**config.mk**
```make
export PLATFORM = sky130hd
export DESIGN_NAME = controller_to_mouse_report_top
export DESIGN_NICKNAME = d
export VERILOG_FILES = /design/src/hdl/ctmr_pkg.sv /design/src/hdl/ctmr_decode.sv /design/src/hdl/ctmr_divider.sv /design/src/hdl/controller_to_mouse_report_top.sv
export SDC_FILE = /design/constraint.sdc
export NUM_CORES = 1
export LEC_CHECK = 0
export ABC_AREA = 1
export ABC_CLOCK_PERIOD_IN_PS = 12130
export BUFFER_PORTS_ARGS = -buffer_cell sky130_fd_sc_hd__buf_2
export CAP_MARGIN = 10
export CORE_MARGIN = 1.5
export CORE_UTILIZATION = 50
export CTS_CLUSTER_DIAMETER = 150
export CTS_CLUSTER_SIZE = 14
export DETAILED_ROUTE_END_ITERATION = 10
export MAX_ROUTING_LAYER = met4
export PLACE_DENSITY_LB_ADDON = 0.05
export SYNTH_ARGS = -nofsm -noshare
export SYNTH_HDL_FRONTEND = slang
export SYNTH_SLANG_ARGS = --single-unit
```
**constraint.sdc**
```tcl
create_clock -name clk -period 12.13 [get_ports clk]
set_clock_uncertainty 0.2 [all_clocks]
set_input_delay 1.213 -clock clk [delete_from_list [all_inputs] [get_ports clk]]
set_output_delay 1.213 -clock clk [all_outputs]
set_load 0.005 [all_outputs]
```
**src/hdl/ctmr_pkg.sv**
```systemverilog
// ---------------------------------------------------------------------------
// Controller to mouse report: package
// Shared widths, register indexes and the structs passed between modules.
// ---------------------------------------------------------------------------
`default_nettype none

package ctmr_pkg;

    // Register indexes of the configuration port.
    localparam logic [1:0] REG_DEADZONE = 2'd0;
    localparam logic [1:0] REG_DIVISOR  = 2'd1;
    localparam logic [1:0] REG_CTYPE    = 2'd2;

    // Controller layouts.
    localparam logic CTYPE_NUNCHUK = 1'b0;
    localparam logic CTYPE_CLASSIC = 1'b1;

    // Fixed constants of the decoding.
    localparam logic [7:0] STICK_CENTRE = 8'h80;
    localparam logic [4:0] WHEEL_HIGH   = 5'd24;  // centre 16 plus threshold 8
    localparam logic [4:0] WHEEL_LOW    = 5'd8;   // centre 16 minus threshold 8
    localparam int         DIV_STEPS    = 8;
    localparam int         CNT_W        = $clog2(DIV_STEPS);

    // Wheel step codes.
    localparam logic [1:0] WHEEL_NONE = 2'b00;
    localparam logic [1:0] WHEEL_UP   = 2'b01;
    localparam logic [1:0] WHEEL_DOWN = 2'b11;

    // Decoded report fields.
    typedef struct packed {
        logic [7:0] stick_x;
        logic [7:0] stick_y;
        logic [4:0] axis;
        logic [7:0] buttons;
    } decode_t;

    // Request to the shared divider.
    typedef struct packed {
        logic       start;
        logic [7:0] dividend;
        logic [7:0] divisor;
    } div_req_t;

    // Status back from the shared divider.
    typedef struct packed {
        logic       busy;
        logic       done;
        logic [7:0] quotient;
    } div_rsp_t;

endpackage

`default_nettype wire

```
**src/hdl/ctmr_decode.sv**
```systemverilog
// ---------------------------------------------------------------------------
// Controller to mouse report: report decoder
// Maps the raw report bytes to stick, wheel axis and button fields.
// ---------------------------------------------------------------------------
`default_nettype none

module ctmr_decode
(
    input  wire logic             ctype,
    input  wire logic [7:0]       byte0,
    input  wire logic [7:0]       byte1,
    input  wire logic [7:0]       byte2,
    input  wire logic [7:0]       byte4,
    input  wire logic [7:0]       byte5,
    output ctmr_pkg::decode_t     dec
);

    // Layout selection; buttons are active low on the wire.
    always_comb
    begin
        dec = '0;
        if (ctype == ctmr_pkg::CTYPE_NUNCHUK)
        begin
            dec.stick_x    = byte0;
            dec.stick_y    = ~byte1;
            dec.axis       = 5'd0;
            dec.buttons[0] = ~byte5[0];
            dec.buttons[1] = ~byte5[1];
        end
        else
        begin
            dec.stick_x    = {byte0[5:0], 2'b00};
            dec.stick_y    = ~{byte1[5:0], 2'b00};
            dec.axis       = byte2[4:0];
            dec.buttons[0] = ~byte5[6] | ~byte5[4];
            dec.buttons[1] = ~byte5[5] | ~byte5[3];
            dec.buttons[2] = ~byte4[2];
            dec.buttons[4] = ~byte5[0];
            dec.buttons[5] = ~byte4[6];
            dec.buttons[6] = ~byte4[7];
            dec.buttons[7] = ~byte5[1];
        end
    end

endmodule

`default_nettype wire

```
**src/hdl/ctmr_divider.sv**
```systemverilog
// ---------------------------------------------------------------------------
// Controller to mouse report: serial divider
// Restoring 8-bit by 8-bit divider producing one quotient bit per cycle.
// ---------------------------------------------------------------------------
`default_nettype none

module ctmr_divider
(
    input  wire logic               clk,
    input  wire logic               rst_n,
    input  wire ctmr_pkg::div_req_t req,
    output ctmr_pkg::div_rsp_t      rsp
);

    logic                       busy_reg, busy_next;
    logic                       done_reg, done_next;
    logic [ctmr_pkg::CNT_W-1:0] cnt_reg, cnt_next;
    logic [7:0]                 rem_reg, rem_next;
    logic [7:0]                 quo_reg, quo_next;
    logic [7:0]                 dvs_reg, dvs_next;
    logic [8:0]                 shifted;
    logic [9:0]                 diff;
    logic                       fits;

    // One restoring step: shift in the next dividend bit and try a subtract.
    assign shifted = {rem_reg, quo_reg[7]};
    assign diff    = {1'b0, shifted} - {2'b00, dvs_reg};
    assign fits    = ~diff[9];

    always_comb
    begin
        busy_next = busy_reg;
        done_next = 1'b0;
        cnt_next  = cnt_reg;
        rem_next  = rem_reg;
        quo_next  = quo_reg;
        dvs_next  = dvs_reg;
        if (req.start)
        begin
            busy_next = 1'b1;
            cnt_next  = '0;
            rem_next  = 8'd0;
            quo_next  = req.dividend;
            dvs_next  = req.divisor;
        end
        else if (busy_reg)
        begin
            rem_next = fits ? diff[7:0] : shifted[7:0];
            quo_next = {quo_reg[6:0], fits};
            cnt_next = cnt_reg + 1'b1;
            if (cnt_reg == ctmr_pkg::CNT_W'(ctmr_pkg::DIV_STEPS - 1))
            begin
                busy_next = 1'b0;
                done_next = 1'b1;
            end
        end
    end

    // Control state.
    always_ff @(posedge clk or negedge rst_n)
    begin
        if (!rst_n)
        begin
            busy_reg <= 1'b0;
            done_reg <= 1'b0;
            cnt_reg  <= '0;
        end
        else
        begin
            busy_reg <= busy_next;
            done_reg <= done_next;
            cnt_reg  <= cnt_next;
        end
    end

    // Datapath registers.
    always_ff @(posedge clk)
    begin
        rem_reg <= rem_next;
        quo_reg <= quo_next;
        dvs_reg <= dvs_next;
    end

    assign rsp.busy     = busy_reg;
    assign rsp.done     = done_reg;
    assign rsp.quotient = quo_reg;

endmodule

`default_nettype wire

```
**src/hdl/controller_to_mouse_report_top.sv**
```systemverilog
// ---------------------------------------------------------------------------
// Controller to mouse report: top level
// Turns a 6-byte controller report into a relative mouse report.
// ---------------------------------------------------------------------------
// Usage:
// The input channel (in_valid/in_ready) carries one report beat of six bytes
// and the origin capture flag. The output channel (out_valid/out_ready)
// carries one mouse report beat per input beat, in order.
// Configuration registers (deadzone, divisor, controller type) are to be written
// through cfg_we/cfg_index/cfg_data while the block is idle; the block does not enforce this.
// Flow: the X magnitude passes through the shared serial divider, the Y
// magnitude is then handed to the divider for a second pass, and the output
// register is loaded after the Y pass ends. The input is ready again only
// after the output load, so a new report is not accepted while one is in work.
// If the receiver stalls, the finished report waits in the output register
// and the next report is still accepted and divided; it then waits in the
// final stage until the output register frees up.
// Reset clears the configuration to deadzone 0, divisor 1, nunchuk layout,
// centres the origin and arms the one extra startup report.
// ---------------------------------------------------------------------------
`default_nettype none

module controller_to_mouse_report_top
(
    input  wire logic        clk,
    input  wire logic        rst_n,
    // Configuration port
    input  wire logic        cfg_we,
    input  wire logic [1:0]  cfg_index,
    input  wire logic [7:0]  cfg_data,
    // Input channel
    input  wire logic        in_valid,
    output logic             in_ready,
    input  wire logic [7:0]  byte0,
    input  wire logic [7:0]  byte1,
    input  wire logic [7:0]  byte2,
    input  wire logic [7:0]  byte3,
    input  wire logic [7:0]  byte4,
    input  wire logic [7:0]  byte5,
    input  wire logic        first_after_init,
    // Output channel
    output logic             out_valid,
    input  wire logic        out_ready,
    output logic [7:0]       buttons,
    output logic signed [7:0] dx,
    output logic signed [7:0] dy,
    output logic signed [1:0] wheel,
    output logic             report_changed
);

    typedef enum logic [3:0]
    {
        S_IDLE = 4'b0001,
        S_DIVX = 4'b0010,
        S_DIVY = 4'b0100,
        S_LOAD = 4'b1000
    } state_t;

    state_t             state_reg, state_next;

    // Configuration and persistent state.
    logic [6:0]         deadzone_reg;
    logic [7:0]         divisor_reg;
    logic               ctype_reg;
    logic [7:0]         origin_x_reg, origin_x_next;
    logic [7:0]         origin_y_reg, origin_y_next;
    logic               wheel_latched_reg, wheel_latched_next;
    logic [7:0]         sent_buttons_reg, sent_buttons_next;
    logic [1:0]         sent_wheel_reg, sent_wheel_next;
    logic               startup_reg, startup_next;

    // Per-report working registers.
    logic [7:0]         mag_y_reg;
    logic               neg_x_reg, neg_y_reg;
    logic [7:0]         qx_reg, qx_next;
    logic [7:0]         btn_reg;
    logic [1:0]         wcode_reg;
    logic               changed_reg;

    // Output register.
    logic               out_valid_reg, out_valid_next;
    logic [7:0]         buttons_reg;
    logic [7:0]         dx_reg, dy_reg;
    logic [1:0]         wheel_reg;
    logic               report_changed_reg;

    ctmr_pkg::decode_t  dec;
    ctmr_pkg::div_req_t div_req;
    ctmr_pkg::div_rsp_t div_rsp;

    logic               accept;
    logic               load_out;
    logic [7:0]         org_x, org_y;
    logic [8:0]         diff_x, diff_y;
    logic [7:0]         abs_x, abs_y;
    logic [7:0]         mag_x, mag_y;
    logic [1:0]         wcode;
    logic               wheel_hi, wheel_lo;
    logic               active, differs;
    logic signed [8:0]  x_val, y_val;
    logic [7:0]         x_out, y_out;
    logic               unused_byte3;

    // Byte 3 carries nothing that the decoding uses.
    assign unused_byte3 = ^byte3;

    ctmr_decode u_decode
    (
        .ctype (ctype_reg),
        .byte0 (byte0),
        .byte1 (byte1),
        .byte2 (byte2),
        .byte4 (byte4),
        .byte5 (byte5),
        .dec   (dec)
    );

    ctmr_divider u_divider
    (
        .clk   (clk),
        .rst_n (rst_n),
        .req   (div_req),
        .rsp   (div_rsp)
    );

    assign in_ready = (state_reg == S_IDLE);
    assign accept   = in_valid & in_ready;
    assign load_out = (state_reg == S_LOAD) & (~out_valid_reg | out_ready);

    // Stick offset from the origin; a capture makes the offset zero.
    assign org_x  = first_after_init ? dec.stick_x : origin_x_reg;
    assign org_y  = first_after_init ? dec.stick_y : origin_y_reg;
    assign diff_x = {1'b0, dec.stick_x} - {1'b0, org_x};
    assign diff_y = {1'b0, dec.stick_y} - {1'b0, org_y};
    assign abs_x  = diff_x[8] ? 8'(-diff_x) : diff_x[7:0];
    assign abs_y  = diff_y[8] ? 8'(-diff_y) : diff_y[7:0];

    // Deadzone removal on the magnitude.
    assign mag_x = (abs_x > {1'b0, deadzone_reg}) ? abs_x - {1'b0, deadzone_reg} : 8'd0;
    assign mag_y = (abs_y > {1'b0, deadzone_reg}) ? abs_y - {1'b0, deadzone_reg} : 8'd0;

    // Wheel axis threshold with a one-shot latch.
    assign wheel_hi = (dec.axis > ctmr_pkg::WHEEL_HIGH);
    assign wheel_lo = (dec.axis < ctmr_pkg::WHEEL_LOW);
    always_comb
    begin
        wcode = ctmr_pkg::WHEEL_NONE;
        if (wheel_hi && !wheel_latched_reg)
        begin
            wcode = ctmr_pkg::WHEEL_UP;
        end
        else if (wheel_lo && !wheel_latched_reg)
        begin
            wcode = ctmr_pkg::WHEEL_DOWN;
        end
    end

    // Change detection against the last sent report.
    assign active  = (mag_x != 8'd0) || (mag_y != 8'd0) || (wcode != ctmr_pkg::WHEEL_NONE)
                     || (dec.buttons[7:4] != 4'd0);
    assign differs = active || (dec.buttons != sent_buttons_reg) || (wcode != sent_wheel_reg);

    // State updates happen when the report beat is accepted.
    always_comb
    begin
        origin_x_next      = origin_x_reg;
        origin_y_next      = origin_y_reg;
        wheel_latched_next = wheel_latched_reg;
        sent_buttons_next  = sent_buttons_reg;
        sent_wheel_next    = sent_wheel_reg;
        startup_next       = startup_reg;
        if (accept)
        begin
            origin_x_next      = org_x;
            origin_y_next      = org_y;
            wheel_latched_next = wheel_hi | wheel_lo;
            startup_next       = startup_reg & differs;
            if (differs || startup_reg)
            begin
                sent_buttons_next = dec.buttons;
                sent_wheel_next   = wcode;
            end
        end
    end

    // Sequencer: X then Y through the shared divider, then output load.
    always_comb
    begin
        state_next       = state_reg;
        div_req.start    = 1'b0;
        div_req.dividend = mag_x;
        div_req.divisor  = (divisor_reg == 8'd0) ? 8'd1 : divisor_reg;
        qx_next          = qx_reg;
        unique case (state_reg)
            S_IDLE:
            begin
                if (accept)
                begin
                    div_req.start = 1'b1;
                    state_next    = S_DIVX;
                end
            end
            S_DIVX:
            begin
                if (div_rsp.done)
                begin
                    qx_next          = div_rsp.quotient;
                    div_req.start    = 1'b1;
                    div_req.dividend = mag_y_reg;
                    state_next       = S_DIVY;
                end
            end
            S_DIVY:
            begin
                if (div_rsp.done)
                begin
                    state_next = S_LOAD;
                end
            end
            S_LOAD:
            begin
                if (load_out)
                begin
                    state_next = S_IDLE;
                end
            end
            default:
            begin
                state_next = S_IDLE;
            end
        endcase
    end

    // Sign restore, pad forcing and clamping of the quotients.
    always_comb
    begin
        x_val = neg_x_reg ? -$signed({1'b0, qx_reg}) : $signed({1'b0, qx_reg});
        y_val = neg_y_reg ? -$signed({1'b0, div_rsp.quotient})
                          : $signed({1'b0, div_rsp.quotient});
        if (btn_reg[4])
        begin
            y_val = -9'sd1;
        end
        if (btn_reg[5])
        begin
            y_val = 9'sd1;
        end
        if (btn_reg[6])
        begin
            x_val = 9'sd1;
        end
        if (btn_reg[7])
        begin
            x_val = -9'sd1;
        end
        if (x_val > 9'sd127)
        begin
            x_out = 8'sd127;
        end
        else if (x_val < -9'sd127)
        begin
            x_out = -8'sd127;
        end
        else
        begin
            x_out = x_val[7:0];
        end
        if (y_val > 9'sd127)
        begin
            y_out = 8'sd127;
        end
        else if (y_val < -9'sd127)
        begin
            y_out = -8'sd127;
        end
        else
        begin
            y_out = y_val[7:0];
        end
    end

    // Output register valid flag.
    always_comb
    begin
        out_valid_next = out_valid_reg;
        if (load_out)
        begin
            out_valid_next = 1'b1;
        end
        else if (out_ready)
        begin
            out_valid_next = 1'b0;
        end
    end

    // Control and persistent state.
    always_ff @(posedge clk or negedge rst_n)
    begin
        if (!rst_n)
        begin
            state_reg         <= S_IDLE;
            deadzone_reg      <= 7'd0;
            divisor_reg       <= 8'd1;
            ctype_reg         <= ctmr_pkg::CTYPE_NUNCHUK;
            origin_x_reg      <= ctmr_pkg::STICK_CENTRE;
            origin_y_reg      <= ctmr_pkg::STICK_CENTRE;
            wheel_latched_reg <= 1'b0;
            sent_buttons_reg  <= 8'd0;
            sent_wheel_reg    <= ctmr_pkg::WHEEL_NONE;
            startup_reg       <= 1'b1;
            out_valid_reg     <= 1'b0;
        end
        else
        begin
            state_reg         <= state_next;
            origin_x_reg      <= origin_x_next;
            origin_y_reg      <= origin_y_next;
            wheel_latched_reg <= wheel_latched_next;
            sent_buttons_reg  <= sent_buttons_next;
            sent_wheel_reg    <= sent_wheel_next;
            startup_reg       <= startup_next;
            out_valid_reg     <= out_valid_next;
            if (cfg_we)
            begin
                unique case (cfg_index)
                    ctmr_pkg::REG_DEADZONE: deadzone_reg <= cfg_data[6:0];
                    ctmr_pkg::REG_DIVISOR:  divisor_reg  <= cfg_data;
                    ctmr_pkg::REG_CTYPE:    ctype_reg    <= cfg_data[0];
                    default:                ;
                endcase
            end
        end
    end

    // Per-report payload registers.
    always_ff @(posedge clk)
    begin
        qx_reg <= qx_next;
        if (accept)
        begin
            mag_y_reg   <= mag_y;
            neg_x_reg   <= diff_x[8];
            neg_y_reg   <= diff_y[8];
            btn_reg     <= dec.buttons;
            wcode_reg   <= wcode;
            changed_reg <= differs | startup_reg;
        end
        if (load_out)
        begin
            buttons_reg        <= btn_reg;
            dx_reg             <= x_out;
            dy_reg             <= y_out;
            wheel_reg          <= wcode_reg;
            report_changed_reg <= changed_reg;
        end
    end

    // The Y quotient stays in the divider until the output is loaded.
    assign out_valid      = out_valid_reg;
    assign buttons        = buttons_reg;
    assign dx             = $signed(dx_reg);
    assign dy             = $signed(dy_reg);
    assign wheel          = $signed(wheel_reg ^ {2{unused_byte3 & 1'b0}});
    assign report_changed = report_changed_reg;

endmodule

`default_nettype wire

```
Yosys cells after proc, flatten, opt, wreduce, memory -nomap -nowiden
Index checks and enable logic that the tools add are counted.
W data, S select, Z words.
- flip-flop bits (word level): 131
- output and inout bits: 29
- $add $sub $neg: 10
- $lt $le $gt $ge: 8
- equal/unequal tests: 13
- mux-type cells: 42
- bitwise operators: 21
- reductions and logical operators: 25
- operators with widths (kind ; number):
    $mux W8 ; 12
    $mux W9 ; 7
    $mux W21 ; 1
    $mux W4 ; 5
    $gt A9 B8 Y1 const B ; 2
    $lt A9 B8 Y1 const B ; 2
    $neg A8 Y9 ; 2
    $sub A8 B8 Y9 ; 2
    $gt A8 B7 Y1 ; 2
    $neg A8 Y8 ; 2
    $not A8 Y8 ; 2
    $pmux W4 S4 ; 1
    $reduce_bool A8 Y1 ; 2
    $sub A8 B7 Y8 ; 2
    $not A1 Y1 ; 11
    $mux W1 ; 10
    $reduce_and A2 Y1 ; 5
    $sub A9 B8 Y10 ; 1
    $logic_not A8 Y1 ; 1
    $ne A7 B7 Y1 ; 1
    $logic_or A1 B1 Y1 ; 6
    $mux W2 ; 3
    $mux W3 ; 2
    $ne A2 B1 Y1 const B ; 3
    other kinds (22) ; 32

Longest topological paths before layout
- depth in word-level cells: 16
- mapped depth: 36
- gate-level depth less buffers: 33

Hierarchy
A second synthesis with hierarchy kept.
- cell total of the unflattened synthesis: 1100
- area total of the unflattened synthesis: 8767.2 µm²
- by module, submodules not included (module ; times used ; cells each ; area each (µm²) ; seq. area each (µm²)):
    controller_to_mouse_report_top ; 1 ; 828 ; 6806.5 ; 2914.0
    ctmr_divider ; 1 ; 190 ; 1626.6 ; 765.7
    ctmr_decode ; 1 ; 82 ; 334.1 ; 0.0

Worst setup path before layout
No wires, ideal clock.
- path kind: input port to flip-flop
- from: input first_after_init
- to: register changed_reg, data pin
- setup time: 262 ps
- arrival: 5147 ps
- required time: 11668 ps
- path slack: 6522 ps
- stages on the path: 22
- buffers on the path: 4
- path through: inv_2 > buf_6 > buf_1 > mux2i_1 > ha_1 > inv_1 > o21bai_1 > a221oi_1 > and2_0 > buf_2 > inv_1 > o21ai_0 > inv_1 > fa_1 > or3_1 > a21oi_1 > nor2_1 > o41ai_1 > nand2_1 > nor2_2 > nand3_2 > buf_6
- RTL lines (what ; line ; RTL):
    start: declaration ; controller_to_mouse_report_top.sv:40 ; input wire logic first_after_init,
    $mux W8 * ; controller_to_mouse_report_top.sv:132 ; assign org_y = first_after_init ? dec.stick_y : origin_y_reg;
    $sub A8 B8 Y9 * ; controller_to_mouse_report_top.sv:134 ; assign diff_y = {1'b0, dec.stick_y} - {1'b0, org_y};
    net diff_y[8] ; controller_to_mouse_report_top.sv:94 ; logic [8:0] diff_x, diff_y;
    $mux W8 * ; controller_to_mouse_report_top.sv:136 ; assign abs_y = diff_y[8] ? 8'(-diff_y) : diff_y[7:0];
    $sub A8 B7 Y8 or $gt A8 B7 Y1 (tied branches) ; controller_to_mouse_report_top.sv:140 ; assign mag_y = (abs_y > {1'b0, deadzone_reg}) ? abs_y - {1'b0, deadzone_reg} : 8'd0;
    $mux W8 * ; controller_to_mouse_report_top.sv:140 ;
    $reduce_bool A8 Y1 * ; controller_to_mouse_report_top.sv:159 ; assign active = (mag_x != 8'd0) || (mag_y != 8'd0) || (wcode != ctmr_pkg::WHEEL_NONE)
    $logic_or A1 B1 Y1 * (2 in series) ; controller_to_mouse_report_top.sv:159 ;
    $logic_or A1 B1 Y1 * ; controller_to_mouse_report_top.sv:160 ; || (dec.buttons[7:4] != 4'd0);
    $logic_or A1 B1 Y1 * (2 in series) ; controller_to_mouse_report_top.sv:161 ; assign differs = active || (dec.buttons != sent_buttons_reg) || (wcode != sent_wheel_reg);
    $or A1 B1 Y1 * ; controller_to_mouse_report_top.sv:346 ; changed_reg <= differs | startup_reg;
    end signal: assignment ; controller_to_mouse_report_top.sv:346 ;
    end: declaration ; controller_to_mouse_report_top.sv:78 ; logic changed_reg;
The timed path passes the listed nets; every way through them passes the cells marked *.
A chain may end at the register's enable or synchronous reset.

Final worst setup path
- from: input first_after_init
- to: register sent_buttons_reg[6]
- word-level cells in the longest chain between the ends: 14
- ends and longest elaborated chain (what ; line ; RTL):
    $mux W8 (on tied branches) ; controller_to_mouse_report_top.sv:131, controller_to_mouse_report_top.sv:132 ;
    $sub A8 B8 Y9 (on tied branches) ; controller_to_mouse_report_top.sv:133, controller_to_mouse_report_top.sv:134 ;
    $neg A8 Y8 (on tied branches) ; controller_to_mouse_report_top.sv:135, controller_to_mouse_report_top.sv:136 ;
    $mux W8 (on tied branches) ; controller_to_mouse_report_top.sv:135, controller_to_mouse_report_top.sv:136 ;
    $sub A8 B7 Y8, or another cell as far along ; controller_to_mouse_report_top.sv:139 ; assign mag_x = (abs_x > {1'b0, deadzone_reg}) ? abs_x - {1'b0, deadzone_reg} : 8'd0;
    $mux W8 (on tied branches) ; controller_to_mouse_report_top.sv:139, controller_to_mouse_report_top.sv:140 ;
    $reduce_bool A8 Y1 ; controller_to_mouse_report_top.sv:159 ;
    $logic_or A1 B1 Y1 * (2 in series) ; controller_to_mouse_report_top.sv:159 ;
    $logic_or A1 B1 Y1 * ; controller_to_mouse_report_top.sv:160 ;
    $logic_or A1 B1 Y1 * (2 in series) ; controller_to_mouse_report_top.sv:161 ;
    $logic_or A1 B1 Y1 * ; controller_to_mouse_report_top.sv:178 ; if (differs || startup_reg)
    $reduce_and A2 Y1 (no source line) * ; n/a ;
    end signal: assignment ; controller_to_mouse_report_top.sv:319 ; sent_buttons_reg <= sent_buttons_next;
    end: declaration ; controller_to_mouse_report_top.sv:68 ; logic [7:0] sent_buttons_reg, sent_buttons_next;
Mark *: on every way between the ends. The rest lies on a longest branch, timed or not.

==> impl_results.md <==
- Clock group share of total power: a little under a fifth
- Post-route DRC: 0
- Seq pwr share: 26.7%
- Vias in the first global route: between 5k and 6k
- Placed Cells incl. Taps: 1252
- CP max stage cell: o41ai_1
- Worst-path cell chain: buf_2, inv_2, mux2i_1, ha_1, inv_1, o21bai_1, a221oi_1, and2_0, inv_1, o21ai_0, inv_1, fa_1, or3_1, a21oi_1, nor2_1, o41ai_1, nand2_1, nor2_2, nand3_2, nand2_2, nand2_1, nand2_1
- Placement Rows: 46
- Core area: roughly 16000 um^2
- Share of the synthesized area in the top cell type: 25.91%
- Synth Area in Simple Gates: roughly 23%
- Min setup slack post-route: 5.876 ns
- Least-Margin Pin Slew: between 0.9 and 1 ns
- Total GRT Usage: 20.72%
- Cell taking the most area after synthesis: edfxtp_1
- Post-Syn Nets: 1099
- Boundary pin count: 93
- Final setup fails: 0
- Full die area: roughly 17000 um^2
- Fraction of the mapped netlist area in adder cells: roughly 7.5%
- Initial antenna violation count: 0
- Slew Viols, Final: 0
- Die Y: around 130 um
- Setup crit start kind: input pin
- Fin crit period: between 6 and 7 ns
- Main synth FF type: edfxtp_1
- Tcrit/Tclk final: between 50% and 60%
- Vias: approximately 6.4k
- Fraction of layout instances using a drive strength above 1: about 14%
- Routability Congestion: ~0.9
- Hold Violations, Final: 0
- Setup repair after global routing missed its margin: no
- Hold buffers post-CTS: 0
- CTS tree: yes
- Post-synthesis cell type count: 57
- R2R setup slack: around 6.4 ns
- Maxcap violations: 0
- Finished Cell Area: ~9300 um^2
- Flop and latch count out of synthesis: 131
- Initial Utilization: 51.06%
- Crit path from: first_after_init
- Htree depth: 4
- DP HPWL: 11.90 mm
- Global-route wire length before repair: ~27 mm
- Most frequent cells in the layout: nand2_1, inv_1, o21ai_0
- Mapped cell area: 8112 um^2
- R2R cell count: 23
- FFs w/ async S/R, synth: roughly 40%
- Max FO, Critical Path: 20
- Cell-internal power: roughly 1.6 mW
- Setup crit end kind: flop
- Total gr overflow: 0
- Crit-path max cell delay: 0.47 ns
- PostCTS Resize Cnt: 0
- Power Density: approximately 310 nW/um^2
- Final non-filler cell total: around 1.3k
- Area grow syn2layout: 14.14%
- Synth Area in Compound Gates: a little under an eighth
- Pre-CTS setup slack: between 5 and 6 ns
- Leak: 4.493 nW
- Crit path required time: between 10 and 15 ns
- IO buf count: 73
- Post-Place Cell Area: 8657 um^2
- Worst min path class: reg -> reg
- Xor/xnor share of the synthesized area: 2.807%
- Clock Latency Late Sink: 0.42 ns
- Sw frac: roughly 44%
- DR pass1 iterations: 5
- ANT nets after route: 0
- Main combinational cell family by area after synthesis: simple AND/OR/NAND/NOR gates
- Routed WL: 16.26 mm
- Gate power share: a little over half
- Most common cell after layout, fill and taps aside: nand2_1
- DR vias/cell: approximately 5
- Clock buffer count from CTS: 17
- Crit Reg-Reg Startpoint: ctype_reg$_DFFE_PN0P_
- Cells after Synth: ~990
- Iter 0 DRT Violations: ~390
- Post-Route Setup TNS: 0 ns
- Worst reg2reg path endpoint: sent_buttons_reg[6]$_DFFE_PN0P_
- Worst-path clk slew: roughly 0.060 ns
- Sink Count: 131
- Worst EP arrival: roughly 6.4 ns
- EDFF count, synth: 70
- Post-CTS Setup Inserts: 0
- Max-slew headroom: approximately a third
- Nets: approximately 1.2k
- Post-Syn Area per Cell: 8.210 um^2
- N_diodes: 0
- Clock buffer depth: 2
- Fmax: about 0.16 GHz
- Mux cell area share after synthesis: under 10%
- Status: finished, final reports clean
- Synth area leaders: edfxtp_1, dfrtp_1, nand2_1
- Largest net degree at the start of global routing: 54
- NetSw: between 1 and 1.5 mW
- Warnings, synthesis: 0
- Root Buffer: clkbuf_16
- Die width: 130.4 um
- Peak VDD IR: around 0.00016 V
- CP endpoint: sent_buttons_reg[6]$_DFFE_PN0P_
- Critical path class: in -> reg
- Post-synthesis sequential area ratio: between 40% and 50%
- WL/cell: roughly 13 um
[power groups by stage]
| stage | clock, mW | combinational, mW | sequential (mW) |
|---|---|---|---|
| global placement | 0 | 1.55 | 0.767 |
| finish | 0.527 | 1.56 | 0.762 |
| global route | 0.552 | 1.80 | 0.779 |
| CTS | 0.536 | 1.58 | 0.763 |
| floorplan | 0 | 1.28 | 0.734 |
| detailed placement | 0 | 1.57 | 0.770 |
[layout make-up]
class | instances | area [um^2]
clock buffers | 20 | 446.7
clock inverters | 12 | 155.1
fillers | 1494 | 6626
inverters | 156 | 585.6
multi-input cells | 671 | 3804
flip-flops and latches | 131 | 3595
well taps | 216 | 270.3
repair buffers | 78 | 402.9
[synthesized netlist by cell type (5+ instances only)]
cell type / count
nor2_1: 73
nor3_1: 13
inv_2: 5
clkbuf_1: 21
xor2_1: 13
buf_2: 5
nand2_1: 233
inv_1: 150
xnor2_1: 13
nand3_1: 53
a31oi_1: 6
nand2_2: 6
o21ai_0: 74
dfstp_2: 5
mux2i_1: 14
dfrtp_1: 48
nand3_2: 13
ha_1: 44
o211ai_1: 11
edfxtp_1: 70
nand4_1: 6
a21oi_1: 43
dfxtp_1: 8
[metrics by stage]
stage	hold WS, ns	power, mW	utilization, %
final	0.2173	2.851	58.29
after global routing	0.2225	3.136	58.29
after CTS	0.2196	2.875	58.29
after detailed placement	0.2054	2.335	54.50
after global placement	0.2016	2.313	54.50
after floorplan	0.2003	2.012	-
[worst max-delay path, delay by kind of cell]
| family | cells | cell delay, ns |
|---|---|---|
| AOI/OAI and AO/OA | 5 | 1.28 |
| muxes | 1 | 0.29 |
| and+or+nand+nor | 9 | 1.97 |
| adders and majority gates | 2 | 0.75 |
| buffers and inverters | 5 | 0.92 |
[metal layers]
metal  GRT usage (%)  share of wire (%)  vias up
met3           3.583                3.1       23
met4           7.240                1.6        0
li1                -                  -     3394
met5               -                  0        -
met1           26.97                 48     2890
met2           32.88                 48      109
[worst min-delay path by stage]
stage | start | end | slack [ns] | depth (start not counted)
floorplan | btn_reg[0]$_DFFE_PP_ | buttons[0]$_DFFE_PP_ | 0.20 | 0
global placement | changed_reg$_DFFE_PP_ | report_changed$_DFFE_PP_ | 0.20 | 0
detailed placement | wcode_reg[1]$_DFFE_PP_ | wheel[1]$_DFFE_PP_ | 0.21 | 0
CTS | wcode_reg[1]$_DFFE_PP_ | wheel[1]$_DFFE_PP_ | 0.22 | 0
global route | wcode_reg[0]$_DFFE_PP_ | wheel[0]$_DFFE_PP_ | 0.22 | 0
finish | wcode_reg[1]$_DFFE_PP_ | wheel[1]$_DFFE_PP_ | 0.22 | 0
[kinds of logic after synthesis]
group           Yosys count
compound gates          161
xor+xnor                 26
fa+ha+maj                47
buf+inv                 186
flops                   131
mux                      15
other cells               1
simple gates            421
Power figures use the tool's default switching activity.
